$ cat config.mk
export PLATFORM = sky130hd
export DESIGN_NAME = greedy_subset_sum_task_packer_unit
export DESIGN_NICKNAME = d
export VERILOG_FILES = /design/src/sv/gsp_pkg.sv /design/src/sv/gsp_subset_search.sv /design/src/sv/greedy_subset_sum_task_packer_unit.sv
export SDC_FILE = /design/constraint.sdc
export NUM_CORES = 1
export LEC_CHECK = 0
export BUFFER_PORTS_ARGS = -buffer_cell sky130_fd_sc_hd__buf_2
export CAP_MARGIN = 40
export CORE_MARGIN = 10
export CORE_UTILIZATION = 45
export CTS_BUF_LIST = sky130_fd_sc_hd__clkbuf_2 sky130_fd_sc_hd__clkbuf_4 sky130_fd_sc_hd__clkbuf_8
export CTS_CLUSTER_DIAMETER = 30
export CTS_CLUSTER_SIZE = 10
export DETAILED_ROUTE_END_ITERATION = 7
export MAX_ROUTING_LAYER = met4
export PLACE_DENSITY_LB_ADDON = 0.25
export SYNTH_ARGS = -nofsm -noshare
export SYNTH_HDL_FRONTEND = slang
export SYNTH_HIERARCHICAL = 1
export SYNTH_SLANG_ARGS = --single-unit
$ cat constraint.sdc
create_clock -name clock -period 5.9 [get_ports clock]
set_input_delay 1.77 -clock clock [delete_from_list [all_inputs] [get_ports clock]]
set_output_delay 1.77 -clock clock [all_outputs]
set_load 0.02 [all_outputs]
$ cat src/sv/gsp_pkg.sv
package gsp_pkg;

   localparam int MAX_TASKS_DEF = 16;

   localparam int LEN_W     = 16;
   localparam int DL_W      = 20;
   localparam int CNT_W     = 5;
   localparam int TIDX_W    = 4;
   localparam int WORKER_W  = 5;
   localparam int CSR_IDX_W = 2;

   localparam logic [CSR_IDX_W-1:0] CSR_DEADLINE     = 2'd0;
   localparam logic [CSR_IDX_W-1:0] CSR_TASK_COUNT   = 2'd1;
   localparam logic [CSR_IDX_W-1:0] CSR_WORKER_COUNT = 2'd2;

   typedef enum logic [2:0] {
      ST_LOAD,
      ST_WORKER,
      ST_GATHER,
      ST_SEARCH,
      ST_COMMIT,
      ST_OUTPUT
   } state_type;

   // sequencer -> search unit
   typedef struct packed {
      logic clear;   // new worker: empty the open list
      logic push;    // append one open task length
      logic start;   // load the all-ones mask
      logic step;    // evaluate current mask, move to the next one
   } srch_ctl_type;

   // search unit -> sequencer
   typedef struct packed {
      logic done;    // enumeration ends this cycle
      logic empty;   // open list holds no task
   } srch_stat_type;

endpackage

$ cat src/sv/gsp_subset_search.sv
module gsp_subset_search #(
   parameter int MAX_TASKS = gsp_pkg::MAX_TASKS_DEF
) (
   input  logic                       clock,
   input  logic                       reset,
   input  gsp_pkg::srch_ctl_type      ctl,
   input  logic [gsp_pkg::LEN_W-1:0]  push_len,
   input  logic [gsp_pkg::DL_W-1:0]   deadline,
   output gsp_pkg::srch_stat_type     stat,
   output logic [MAX_TASKS-1:0]       best_mask
);
   import gsp_pkg::*;

   localparam int IDX_W  = $clog2(MAX_TASKS + 1);
   localparam int ADDR_W = (MAX_TASKS > 1) ? $clog2(MAX_TASKS) : 1;
   localparam int SUM_W  = LEN_W + $clog2(MAX_TASKS);
   localparam int CMP_W  = (SUM_W > DL_W) ? SUM_W : DL_W;

   // delta[k] = (sum of open lengths below k) - length[k]
   // Decrementing the mask clears its lowest set bit k and sets all bits below,
   // so the subset sum moves by exactly delta[k].
   logic signed [SUM_W:0] delta_mem [MAX_TASKS];

   logic [IDX_W-1:0]     n_ff, n_in;
   logic [SUM_W-1:0]     total_ff, total_in;
   logic [MAX_TASKS-1:0] mask_ff, mask_in;
   logic [SUM_W-1:0]     sum_ff, sum_in;
   logic [SUM_W-1:0]     best_sum_ff, best_sum_in;
   logic [MAX_TASKS-1:0] best_mask_ff, best_mask_in;

   logic [ADDR_W-1:0]    lsb_idx;
   logic [MAX_TASKS-1:0] ones_mask;
   logic [SUM_W-1:0]     sum_next;
   logic [CMP_W-1:0]     sum_c, dl_c;
   logic                 hit, exact, last_mask;

   always_comb begin
      lsb_idx = '0;
      for (int j = MAX_TASKS - 1; j >= 0; j--) begin
         if (mask_ff[j]) begin
            lsb_idx = ADDR_W'(j);
         end
      end
   end

   always_comb begin
      for (int j = 0; j < MAX_TASKS; j++) begin
         ones_mask[j] = (IDX_W'(j) < n_ff);
      end
   end

   assign sum_next  = SUM_W'($signed({1'b0, sum_ff}) + delta_mem[lsb_idx]);
   assign sum_c     = CMP_W'(sum_ff);
   assign dl_c      = CMP_W'(deadline);
   assign hit       = (sum_c <= dl_c) && (sum_ff > best_sum_ff);
   assign exact     = (sum_c == dl_c);
   assign last_mask = (mask_ff == MAX_TASKS'(1));

   assign stat.done  = ctl.step && (exact || last_mask);
   assign stat.empty = (n_ff == '0);
   assign best_mask  = best_mask_ff;

   always_comb begin
      n_in         = n_ff;
      total_in     = total_ff;
      mask_in      = mask_ff;
      sum_in       = sum_ff;
      best_sum_in  = best_sum_ff;
      best_mask_in = best_mask_ff;
      if (ctl.clear) begin
         n_in     = '0;
         total_in = '0;
      end else if (ctl.push) begin
         n_in     = n_ff + 1'b1;
         total_in = total_ff + SUM_W'(push_len);
      end else if (ctl.start) begin
         mask_in      = ones_mask;
         sum_in       = total_ff;
         best_sum_in  = '0;
         best_mask_in = '0;
      end else if (ctl.step) begin
         if (hit) begin
            best_sum_in  = sum_ff;
            best_mask_in = mask_ff;
         end
         mask_in = mask_ff - 1'b1;
         sum_in  = sum_next;
      end
   end

   always_ff @(posedge clock) begin
      if (reset) begin
         n_ff         <= '0;
         total_ff     <= '0;
         mask_ff      <= '0;
         sum_ff       <= '0;
         best_sum_ff  <= '0;
         best_mask_ff <= '0;
      end else begin
         n_ff         <= n_in;
         total_ff     <= total_in;
         mask_ff      <= mask_in;
         sum_ff       <= sum_in;
         best_sum_ff  <= best_sum_in;
         best_mask_ff <= best_mask_in;
      end
   end

   always_ff @(posedge clock) begin
      if (ctl.push) begin
         delta_mem[n_ff[ADDR_W-1:0]] <= $signed({1'b0, total_ff}) -
                                        $signed((SUM_W + 1)'(push_len));
      end
   end

endmodule

$ cat src/sv/greedy_subset_sum_task_packer_unit.sv
// Load: one task length per cycle, req_stall low while loading.
// After the final length, per worker: gather the open tasks,
// subset search (one mask per cycle through one adder),
// and commit; n = open tasks, tc = effective task count.
// Then tc result words, one per cycle unless stalled. Input stalled meanwhile.
// Reset is synchronous, active high; the length store is not cleared.
module greedy_subset_sum_task_packer_unit #(
   parameter int MAX_TASKS = gsp_pkg::MAX_TASKS_DEF
) (
   input  logic                            clock,
   input  logic                            reset,
   input  logic                            req_valid,
   output logic                            req_stall,
   input  logic [gsp_pkg::LEN_W-1:0]       req_task_length,
   output logic                            rsp_valid,
   input  logic                            rsp_stall,
   output logic [gsp_pkg::TIDX_W-1:0]      rsp_task_index,
   output logic [gsp_pkg::WORKER_W-1:0]    rsp_worker,
   output logic                            rsp_all_placed,
   output logic                            rsp_last,
   input  logic                            csr_valid,
   output logic                            csr_ready,
   input  logic [gsp_pkg::CSR_IDX_W-1:0]   csr_index,
   input  logic [gsp_pkg::DL_W-1:0]        csr_data
);
   import gsp_pkg::*;

   localparam int IDX_W  = $clog2(MAX_TASKS + 1);
   localparam int ADDR_W = (MAX_TASKS > 1) ? $clog2(MAX_TASKS) : 1;

   logic [DL_W-1:0]  deadline_ff;
   logic [CNT_W-1:0] task_count_ff;
   logic [CNT_W-1:0] worker_count_ff;

   logic [LEN_W-1:0]    length_store [MAX_TASKS];
   logic [WORKER_W-1:0] assigned_ff  [MAX_TASKS];

   state_type           state_ff, state_in;
   logic [IDX_W-1:0]    load_ff, load_in;
   logic [IDX_W-1:0]    idx_ff, idx_in;
   logic [IDX_W-1:0]    pos_ff, pos_in;
   logic [IDX_W-1:0]    placed_ff, placed_in;
   logic [CNT_W-1:0]    worker_ff, worker_in;

   logic [IDX_W-1:0]    eff_tc;
   logic [IDX_W-1:0]    load_next;
   logic [ADDR_W-1:0]   idx_a;
   logic                len_we, asg_we, asg_clr;
   logic                is_open;

   srch_ctl_type        ctl;
   srch_stat_type       stat;
   logic [MAX_TASKS-1:0] best_mask;

   assign csr_ready = 1'b1;

   always_ff @(posedge clock) begin
      if (reset) begin
         deadline_ff     <= '0;
         task_count_ff   <= CNT_W'(1);
         worker_count_ff <= CNT_W'(1);
      end else if (csr_valid && csr_ready) begin
         unique case (csr_index)
            CSR_DEADLINE:     deadline_ff     <= csr_data;
            CSR_TASK_COUNT:   task_count_ff   <= csr_data[CNT_W-1:0];
            CSR_WORKER_COUNT: worker_count_ff <= csr_data[CNT_W-1:0];
            default:          ;
         endcase
      end
   end

   // zero counts as one, saturate at the store depth
   always_comb begin
      if (task_count_ff == '0) begin
         eff_tc = IDX_W'(1);
      end else if (int'(task_count_ff) > MAX_TASKS) begin
         eff_tc = IDX_W'(MAX_TASKS);
      end else begin
         eff_tc = IDX_W'(task_count_ff);
      end
   end

   assign load_next = load_ff + 1'b1;
   assign idx_a     = idx_ff[ADDR_W-1:0];
   assign is_open   = (assigned_ff[idx_a] == '0);

   always_ff @(posedge clock) begin
      if (reset) begin
         state_ff <= ST_LOAD;
      end else begin
         state_ff <= state_in;
      end
   end

   always_comb begin
      state_in  = state_ff;
      load_in   = load_ff;
      idx_in    = idx_ff;
      pos_in    = pos_ff;
      placed_in = placed_ff;
      worker_in = worker_ff;
      ctl       = '0;
      len_we    = 1'b0;
      asg_we    = 1'b0;
      asg_clr   = 1'b0;
      req_stall = 1'b1;
      rsp_valid = 1'b0;
      unique case (state_ff)
         ST_LOAD: begin
            req_stall = 1'b0;
            if (req_valid) begin
               len_we  = (load_ff < IDX_W'(MAX_TASKS));
               load_in = load_next;
               if (load_next >= eff_tc) begin
                  load_in   = '0;
                  asg_clr   = 1'b1;
                  worker_in = '0;
                  placed_in = '0;
                  state_in  = ST_WORKER;
               end
            end
         end
         ST_WORKER: begin
            idx_in = '0;
            if (worker_ff >= worker_count_ff) begin
               state_in = ST_OUTPUT;
            end else begin
               ctl.clear = 1'b1;
               state_in  = ST_GATHER;
            end
         end
         ST_GATHER: begin
            if (idx_ff < eff_tc) begin
               ctl.push = is_open;
               idx_in   = idx_ff + 1'b1;
            end else if (stat.empty) begin
               worker_in = worker_ff + 1'b1;
               state_in  = ST_WORKER;
            end else begin
               ctl.start = 1'b1;
               state_in  = ST_SEARCH;
            end
         end
         ST_SEARCH: begin
            ctl.step = 1'b1;
            if (stat.done) begin
               idx_in   = '0;
               pos_in   = '0;
               state_in = ST_COMMIT;
            end
         end
         ST_COMMIT: begin
            // pos walks the open list in step with idx over all tasks
            if (idx_ff < eff_tc) begin
               if (is_open) begin
                  if (best_mask[pos_ff[ADDR_W-1:0]]) begin
                     asg_we    = 1'b1;
                     placed_in = placed_ff + 1'b1;
                  end
                  pos_in = pos_ff + 1'b1;
               end
               idx_in = idx_ff + 1'b1;
            end else begin
               worker_in = worker_ff + 1'b1;
               state_in  = ST_WORKER;
            end
         end
         ST_OUTPUT: begin
            rsp_valid = 1'b1;
            if (!rsp_stall) begin
               idx_in = idx_ff + 1'b1;
               if (rsp_last) begin
                  state_in = ST_LOAD;
               end
            end
         end
         default: state_in = ST_LOAD;
      endcase
   end

   always_ff @(posedge clock) begin
      if (reset) begin
         load_ff   <= '0;
         idx_ff    <= '0;
         pos_ff    <= '0;
         placed_ff <= '0;
         worker_ff <= '0;
      end else begin
         load_ff   <= load_in;
         idx_ff    <= idx_in;
         pos_ff    <= pos_in;
         placed_ff <= placed_in;
         worker_ff <= worker_in;
      end
   end

   always_ff @(posedge clock) begin
      if (len_we) begin
         length_store[load_ff[ADDR_W-1:0]] <= req_task_length;
      end
   end

   always_ff @(posedge clock) begin
      if (reset || asg_clr) begin
         for (int j = 0; j < MAX_TASKS; j++) begin
            assigned_ff[j] <= '0;
         end
      end else if (asg_we) begin
         assigned_ff[idx_a] <= worker_ff + 1'b1;
      end
   end

   gsp_subset_search #(
      .MAX_TASKS (MAX_TASKS)
   ) u_search (
      .clock     (clock),
      .reset     (reset),
      .ctl       (ctl),
      .push_len  (length_store[idx_a]),
      .deadline  (deadline_ff),
      .stat      (stat),
      .best_mask (best_mask)
   );

   assign rsp_task_index = TIDX_W'(idx_ff);
   assign rsp_worker     = assigned_ff[idx_a];
   assign rsp_all_placed = (placed_ff == eff_tc);
   assign rsp_last       = (idx_ff + 1'b1 == eff_tc);

endmodule

# [After elaboration in Yosys (flattened, before gate mapping)]
# Memory sizes are Yosys's and may differ from the RTL's. A register that Yosys moved wholly into a read port is not among the register bits.
# Index checks and enable logic that the tools add are counted.
[totals] reg_bits=155 ram_bits=672 input_bits=43 out_inout_bits=14 word_cells=198 memories=3
[memory_table] name="u_search.delta_mem" words=16 width=21 rd=1 rd_ports_with_merged_regs=0 write_ports=1 line_no="gsp_subset_search.sv:22" source="logic signed [SUM_W:0] delta_mem [MAX_TASKS];"
[memory_table] name="length_store" words=16 width=16 rd=1 rd_ports_with_merged_regs=1 write_ports=1 line_no="greedy_subset_sum_task_packer_unit.sv:35" source="logic [LEN_W-1:0] length_store [MAX_TASKS];"
[memory_table] name="assigned_ff" words=16 width=5 rd=1 rd_ports_with_merged_regs=1 write_ports=16 line_no="greedy_subset_sum_task_packer_unit.sv:36" source="logic [WORKER_W-1:0] assigned_ff [MAX_TASKS];"
[op_classes] addsub=10 magnitude_cmp=24 eq_ne=23 mux=92 n_bitwise=2 n_reduce_logical=29
[ops] operator="two-way mux 20 bit" n=5
[ops] operator="two-way mux 5 bit" n=17
[ops] operator="two-way mux 4 bit" n=21
[ops] operator="two-way mux 16 bit" n=5
[ops] operator="< comparator 4 x 5 -> 1 bit, first input constant" n=8
[ops] operator="adder 5 x 1 -> 5 bit, second input constant" n=6
[ops] operator="two-way mux 1 bit" n=28
[ops] operator="two-way mux 3 bit" n=8
[ops] operator="!= test 2 bit, second input constant" n=11
[ops] operator="subtractor 20 x 16 -> 21 bit" n=1
[ops] operator="adder 20 x 16 -> 20 bit" n=1
[ops] operator="adder 20 bit" n=1
[ops] operator="equality test 20 bit" n=1
[ops] operator="> comparator 20 bit" n=1
[ops] operator="<= comparator 20 bit" n=1
[ops] operator="< comparator 3 x 5 -> 1 bit, first input constant" n=4
[ops] operator="case mux 5 bit (2 select lines)" n=2
[ops] operator="case mux 5 bit (4 select lines)" n=1
[ops] operator="case mux 3 bit (6 select lines)" n=1
[ops] operator="equality test 16 x 1 -> 1 bit, second input constant" n=1
[ops] operator="subtractor 16 x 1 -> 16 bit, second input constant" n=1
[ops] operator="logical NOT 5 bit" n=3
[ops] operator="case mux 5 bit (3 select lines)" n=1
[ops] operator="AND reduction 4 bit" n=3
[ops] operator="30 further kinds" n=48

# [Depth between registers and ports, before layout]
# Gate-level depths: netlist of the first run.
# An unclocked memory read counts as a cell.
[logic_depth] word_depth=20 mapped_depth=22 mapped_depth_nobuf=20

# [Modules after synthesis]
# Netlist of the first run, hierarchy kept.
[modules_own_cells] module="gsp_subset_search" instances=1 cells_per_inst=1607 area_per_inst_um2=20176.9 seq_area_each_um2=11551.1
[modules_own_cells] module="greedy_subset_sum_task_packer_unit" instances=1 cells_per_inst=1060 area_per_inst_um2=16721.0 seq_area_each_um2=11310.8

# [Worst setup path after synthesis of the first run]
# Ideal clock, no wire load.
[synth_path] path_type="reg-to-reg" from="register with a tool-made name" to="memory u_search/delta_mem[0][9] in the netlist's numbering (data pin)" setup_ns=0.419 t_arrival_ns=4.801 required_time_ns=5.481 path_slack_ns=0.680 stages_incl_launch_ff=16 path_buffers=3 synth_period_minus_slack_ns=5.220 cell_sequence="dfxtp_1 -> buf_2 -> clkbuf_1 -> buf_2 -> mux4_2 -> mux4_2 -> inv_1 -> ha_1 -> nor2b_1 -> o21ai_0 -> a21boi_0 -> o21ai_0 -> a21oi_1 -> o21a_1 -> o21ai_0 -> o311ai_0"
[synth_rtl] element="end: declaration" line_no="gsp_subset_search.sv:22"

# [Final worst setup path of the first run]
[layout_path] from="register u_search.mask_ff[13]" to="register u_search.sum_ff[16], in the netlist u_search/sum_c[16]"
[layout_via] elab_chain_len=18
[layout_rtl] element="start: declaration" line_no="gsp_subset_search.sv:26" source="logic [MAX_TASKS-1:0] mask_ff, mask_in;"
[layout_rtl] element="start signal: assignment" line_no="gsp_subset_search.sv:102" source="mask_ff <= mask_in;"
[layout_rtl] element="two-way mux 4 bit (14 in a row)" line_no="gsp_subset_search.sv:40" source="if (mask_ff[j]) begin"
[layout_rtl] element="memory (16 x 21 bit)"
[layout_rtl] element="adder 20 bit" line_no="gsp_subset_search.sv:52" source="assign sum_next = SUM_W'($signed({1'b0, sum_ff}) + delta_mem[lsb_idx]);"
[layout_rtl] element="two-way mux 20 bit" line_no="gsp_subset_search.sv:81" source="end else if (ctl.step) begin"
[layout_rtl] element="two-way mux 20 bit" line_no="gsp_subset_search.sv:76" source="end else if (ctl.start) begin"
[layout_rtl] element="end signal: assignment" line_no="gsp_subset_search.sv:103" source="sum_ff <= sum_in;"
[layout_rtl] element="end: declaration" line_no="gsp_subset_search.sv:27" source="logic [SUM_W-1:0] sum_ff, sum_in;"
# Every way passes these cells. The select of a mux whose other input is x is not followed.
# A chain may end at the register's enable or synchronous reset.

==> flow_summary.toml, run 1 <==
[sta]
grt_setup_unrepaired = "false"
slew_viol_final = 0
setup_viol = 0
worstMarginPinSlew_ns = 0.885
fin_setup_tns_ns = 0
hold_slack_ns = 0.455
period_share = 0.919
fin_worst_skew_ns = 0.0299
fmax_mhz = 184
period_minus_slack_ns = 5.42
hold_viol_final = 0
max-slew-margin-rel = 0.410

[global_route]
grt_max_degree = 55
grt_antenna_before_repair = 6
grt_pass1_vias = 23400
gr-usage-all-layers = 0.197
overflow = 0
grt_pass1_wl_um = 139000

[floorplan]
die_x_um = 306
start_util = 0.456
fp.coreArea_um2 = 80900
fp-row-count = 104
die_area_um2 = 93900
ioPinCount = 57
die_h_um = 306

[routing]
dr.pass1.iters = 5
vias_per_cell = 5.75
postRouteAntennaNets = 0
vias = 23000
wl_um = 89700
routedWlPerCell_um = 22.5
drc = 0
drt_iter0_drc = 2024

[logic_synthesis]
ys.flop_type = "edfxtp_1"
synth_edf_count = 656
ys_seq_area_frac = 0.620
synthMostInstantiatedCell = "edfxtp_1"
synth_top_area_share = 0.534
synth.yosys.warnings = 6
synth_area_leader_cell = "edfxtp_1"
syn_area_per_cell_um2 = 13.8
ys_top_cells_by_count = "edfxtp_1, nand2_1, nor2_1, mux4_2, dfxtp_1"
synth_area_um2 = 36900
syn-num-nets = 2836
netlist_instances = 2667
synthTopCellsByArea = "edfxtp_1, mux4_2, dfxtp_1"
synth_async_sr_flop_share = 0
ys_types = 79
synth_seq_cells = 814

[run]
maxCapViolCount = 0

[pwr]
max-vdd-ir-drop_uv = 244
p_leak_nw = 14.7
power_per_cell_area_nw_per_um2 = 479

[clock_tree]
cts_tree = "built"
htree_levels = 4
cts_root_buffer = "clkbuf_8"
clkTransAtPathRegs_ns = 0.06
numClockSinks = 814
insertion_delay_ns = 0.79
cts_buffer_depth = 3
cts-buffers-inserted = 142

[critical_path]
cp_slowest_cell = "mux4_2"
critPathTopFamily = "compound AO/OA/AOI/OAI gates"
arrival_ns = 6.12
max_stage_delay_ns = 0.52
worstPathCellList = "nor2_1 -> a221o_1 -> a221oi_2 -> a22o_4 -> buf_12 -> mux4_2 -> and2_1 -> a211oi_1 -> a31oi_1 -> ha_1 -> and3_1 -> a221oi_1 -> a21oi_1 -> a221oi_2 -> a2bb2oi_1 -> a211o_1 -> xnor2_1 -> mux2i_1 -> a211oi_1"
cp-end-kind = "register"
worstSetupPathType = "reg2reg"
crit_fanout = 28
path_buf_inv = 1
cp.required_ns = 6.59
timing.critical_path.from_type = "register"

[place]
port_buffers = 55
place_hpwl_um = 57100
gp_congestion = 0.887

[cells_and_area]
drive_above_1_share = 0.214
area_growth_pct = 13.8
nFillCells = 6712
fin_nets = 2983

[status]
status = "finished clean"

[min_path]
min_path_type = "reg2reg"
report_power, final:
| part | switching, mW | internal (mW) |
|---|---|---|
| registers | 0.243 | 6.94 |
| clock network | 2.46 | 3.38 |
| logic | 4.10 | 3.00 |
| total | 6.80 | 13.3 |
cell usage in the layout, fill, tap and decap left out, drive strengths merged, types with 19 or more instances in the layout:
cell / instances
a211oi: 47
a21o: 24
a21oi: 127
a31oi: 32
and2: 33
buf: 153
bufinv: 19
clkbuf: 167
clkinv: 43
dfxtp: 158
edfxtp: 656
ha: 123
inv: 123
mux2i: 62
mux4: 178
nand2: 272
nand2b: 25
nand3: 34
nor2: 234
nor2b: 24
nor3: 33
o21ai: 76
xnor2: 47
xor2: 19
registers in the layout (all words and copies together), names as in the netlist, named ones only:
| register | count |
|---|---|
| assigned_ff | 80 |
| deadline_ff | 20 |
| idx_ff | 5 |
| length_store | 256 |
| load_ff | 5 |
| placed_ff | 5 |
| pos_ff | 4 |
| state_ff | 3 |
| task_count_ff | 5 |
| u_search/best_mask | 16 |
| u_search/best_sum_ff | 20 |
| u_search/delta_mem | 320 |
| u_search/mask_ff | 16 |
| u_search/n_ff | 5 |
| u_search/sum_c | 20 |
| u_search/total_ff | 20 |
| worker_count_ff | 5 |
| worker_ff | 5 |
path summary, 6_finish.rpt:
| kind | slack (ns) | depth (start not counted) | end | start |
|---|---|---|---|---|
| max | 0.48 | 19 | u_search/sum_c[16]$_SDFFE_PP0P_ | u_search/mask_ff[13]$_SDFFE_PP0P_ |
| min | 0.46 | 2 | deadline_ff[8]$_SDFFE_PP0P_ | deadline_ff[8]$_SDFFE_PP0P_ |
| max reg2reg | 0.48 | 19 | u_search/sum_c[16]$_SDFFE_PP0P_ | u_search/mask_ff[13]$_SDFFE_PP0P_ |
| min reg2reg | 0.46 | 2 | deadline_ff[8]$_SDFFE_PP0P_ | deadline_ff[8]$_SDFFE_PP0P_ |
layout make-up:
class,count,area (um^2),share of cell area
Antenna cell,5,12.5,0.000298
Clock buffer,167,2200,0.0524
Clock inverter,93,1050,0.0250
Inverter,106,398,0.00948
Multi-Input combinational cell,1597,13100,0.312
Sequential cell,814,22900,0.545
Tap cell,1060,1330,0.0316
Timing Repair Buffer,153,1040,0.0248
tightest hold or removal path: stages, from the launching register on:
cell and delay, ns:
dfxtp_1 0.31, nand2_1 0.05, a21oi_1 0.05
cell families (layout without fill, tap and decap cells):
family,Yosys count,after routing,synth area share
compound gates,421,421,0.0734
xor+xnor,66,66,0.0157
fa+ha+maj,126,126,0.0433
buf+inv,256,519,0.0300
flops,814,814,0.620
mux,241,241,0.126
other cells,1,6,0.000102
simple gates,742,742,0.0918
timing repair:
| item | CTS | global route |
|---|---|---|
| setup buffers | 0 | 9 |
| endpoints found under the setup margin | 0 | 3 |
| resized for setup | 0 | 1 |
| hold buffers | 0 | 0 |
layer usage:
metal / global-route usage / vias to the layer above / share of wire
met3: 0.0374 / 155 / 0.068
met4: 0.0607 / 0 / 0.021
met1: 0.249 / 11500 / 0.42
met5: - / - / 0
li1: - / 10400 / -
met2: 0.319 / 847 / 0.49
per-stage QoR:
stage	setup slack, ns	cells	total power, mW	util	cell area, um^2
finish	0.475	3995	20.1	0.519	42000
global route	0.0747	3995	21.2	0.519	42000
CTS	0.319	3979	20.2	0.518	41900
detailed placement	0.347	3719	14.3	0.477	38600
global placement	0.365	3714	14.1	0.477	38600
floorplan	0.680	2667	12.4	-	36900
Note: power is estimated with default switching activity, not from simulation.
==> run 2: changes to the inputs <==
- CORE_UTILIZATION: 45 -> 62
- PLACE_DENSITY: unset -> 0.79
- PLACE_DENSITY_LB_ADDON: 0.25 -> unset
==> run 2 against run 1 <==
Against the previous run:
- first-iteration DRC count increased by 22%
- non-clock buffer count decreased by 11
- total power fell by 0.43%
==> flow_summary.toml, run 2 (synthesis gave the netlist of run 1 again) <==
[routing]
vias_per_cell = 6.36
wl_um = 88100
drt_iter0_drc = 2470
drc = 0
dr.pass1.iters = 8
vias = 23400
routedWlPerCell_um = 23.9
postRouteAntennaNets = 0

[sta]
slew_viol_final = 0
worstMarginPinSlew_ns = 0.968
hold_viol_final = 0
fin_setup_tns_ns = 0
fin_worst_skew_ns = 0.0384
period_minus_slack_ns = 5.46
grt_setup_unrepaired = "false"
max-slew-margin-rel = 0.354
hold_slack_ns = 0.458
layout_setup_ws_ns = 0.440
fmax_mhz = 183
period_share = 0.925
setup_viol = 0

[critical_path]
worstPathCellList = "nor2_1 -> a221o_1 -> a221oi_2 -> a22o_4 -> buf_4 -> mux4_2 -> and2_1 -> a211oi_1 -> a31oi_1 -> ha_1 -> and3_1 -> a221oi_1 -> a21oi_1 -> a221oi_1 -> a2bb2oi_1 -> a211o_1 -> xnor2_1 -> mux2i_1 -> a211oi_1"
crit_fanout = 16
arrival_ns = 6.17
timing.critical_path.from_type = "register"
cp.required_ns = 6.61
ff2ff_setup_slack_ns = 0.44
worstSetupPathType = "reg2reg"
worstReg2RegStart = "u_search/mask_ff[13]$_SDFFE_PP0P_"
reg2reg_depth = 19
cp-end-kind = "register"
cp_slowest_cell = "mux4_2"
reg2reg_to = "u_search/sum_c[16]$_SDFFE_PP0P_"
max_stage_delay_ns = 0.52

[pwr]
max-vdd-ir-drop_uv = 454
finalPower_mw = 20.0
p_leak_nw = 14.5
power_per_cell_area_nw_per_um2 = 483

[cells_and_area]
layout_common_cells = "edfxtp_1, nand2_1, nor2_1"
layout_commonest_cell = "edfxtp_1"
area_growth_pct = 12.3
drive_above_1_share = 0.206
seqCellArea_um2 = 22900
largest_register_ffs = 320
fin_nets = 2967
final_cells = 3679
multi_input_area_um2 = 13100
nFillCells = 3810
design_area_um2 = 41500
post-route-util = 0.702

[status]
status = "finished clean"

[floorplan]
fp-row-count = 89
start_util = 0.625
fp.coreArea_um2 = 59000
die_h_um = 264
die_area_um2 = 69700
die_x_um = 264
ioPinCount = 57

[place]
place_inst = 3418
place_worst_setup_slack_ns = 0.335
place_hpwl_um = 54900
gp_congestion = 0.913
port_buffers = 55
dpl-instance-area_um2 = 38100

[global_route]
grt_max_degree = 79
overflow = 0
grt_pass1_vias = 23400
gr-usage-all-layers = 0.257
grt_antenna_before_repair = 4
grt_pass1_wl_um = 134000

[clock_tree]
cts-buffers-inserted = 137
numClockSinks = 814
cts_root_buffer = "clkbuf_8"
cts_tree = "built"
insertion_delay_ns = 0.81
cts_buffer_depth = 3
htree_levels = 4
clkTransAtPathRegs_ns = 0.07
cts.hold.buffers_added = 0

[min_path]
hold_path_end = "u_search/best_sum_ff[15]$_SDFFE_PP0P_"
min_path_type = "reg2reg"
whs_path_depth = 2
holdCritStartpoint = "u_search/best_sum_ff[15]$_SDFFE_PP0P_"

[run]
maxCapViolCount = 0
-- run 2: worst max-delay path, delay by kind of cell, from the launching register on --
kind,cells,cell delay [ns]
buf+inv,1,0.32
compound gates,11,3.01
simple gates,3,0.44
fa+ha+maj,1,0.39
mux,2,0.61
flops,1,0.47
xor+xnor,1,0.12
-- run 2: worst max-delay path by stage --
| stage | startpoint | cells after the start | end | slack (ns) |
|---|---|---|---|---|
| 2_1_floorplan | register | 15 | u_search/delta_mem[0][9]$_DFFE_PP_ | 0.68 |
| 3_3_place_gp | u_search/mask_ff[13]$_SDFFE_PP0P_ | 18 | u_search/sum_c[16]$_SDFFE_PP0P_ | 0.51 |
| 3_5_place_dp | u_search/mask_ff[13]$_SDFFE_PP0P_ | 18 | u_search/sum_c[16]$_SDFFE_PP0P_ | 0.33 |
| 4_1_cts | u_search/mask_ff[13]$_SDFFE_PP0P_ | 18 | u_search/sum_c[16]$_SDFFE_PP0P_ | 0.31 |
| 5_1_grt | u_search/mask_ff[13]$_SDFFE_PP0P_ | 19 | u_search/sum_c[16]$_SDFFE_PP0P_ | 0.05 |
| 6_report | u_search/mask_ff[13]$_SDFFE_PP0P_ | 19 | u_search/sum_c[16]$_SDFFE_PP0P_ | 0.44 |
-- run 2: area by class of cell --
type                            instances  share of cell area
Sequential cell                       814               0.552
Multi-Input combinational cell       1597               0.315
Clock buffer                          159              0.0511
Clock inverter                         84              0.0260
Tap cell                              773              0.0233
Timing Repair Buffer                  142              0.0226
Inverter                              106             0.00960
Antenna cell                            4            0.000241
-- run 2: per-layer routing --
metal  share of wire  track usage
met4           0.028       0.0928
met1            0.38        0.316
met2            0.50        0.416
met5               0            -
met3           0.088       0.0540
-- run 2: where the power goes --
group          switching (mW)  leakage (nW)  total (mW)  internal (mW)
clock network            2.37          1.58        5.80           3.44
registers               0.261          7.29        7.21           6.95
logic                    4.04          5.65        7.03           2.99
total                    6.67          14.5        20.0           13.4
-- run 2: repair_timing --
item | 4_1_cts | 5_1_grt
gates resized for setup | 0 | 1
setup buffers | 0 | 11
setup endpoints to repair | 0 | 3
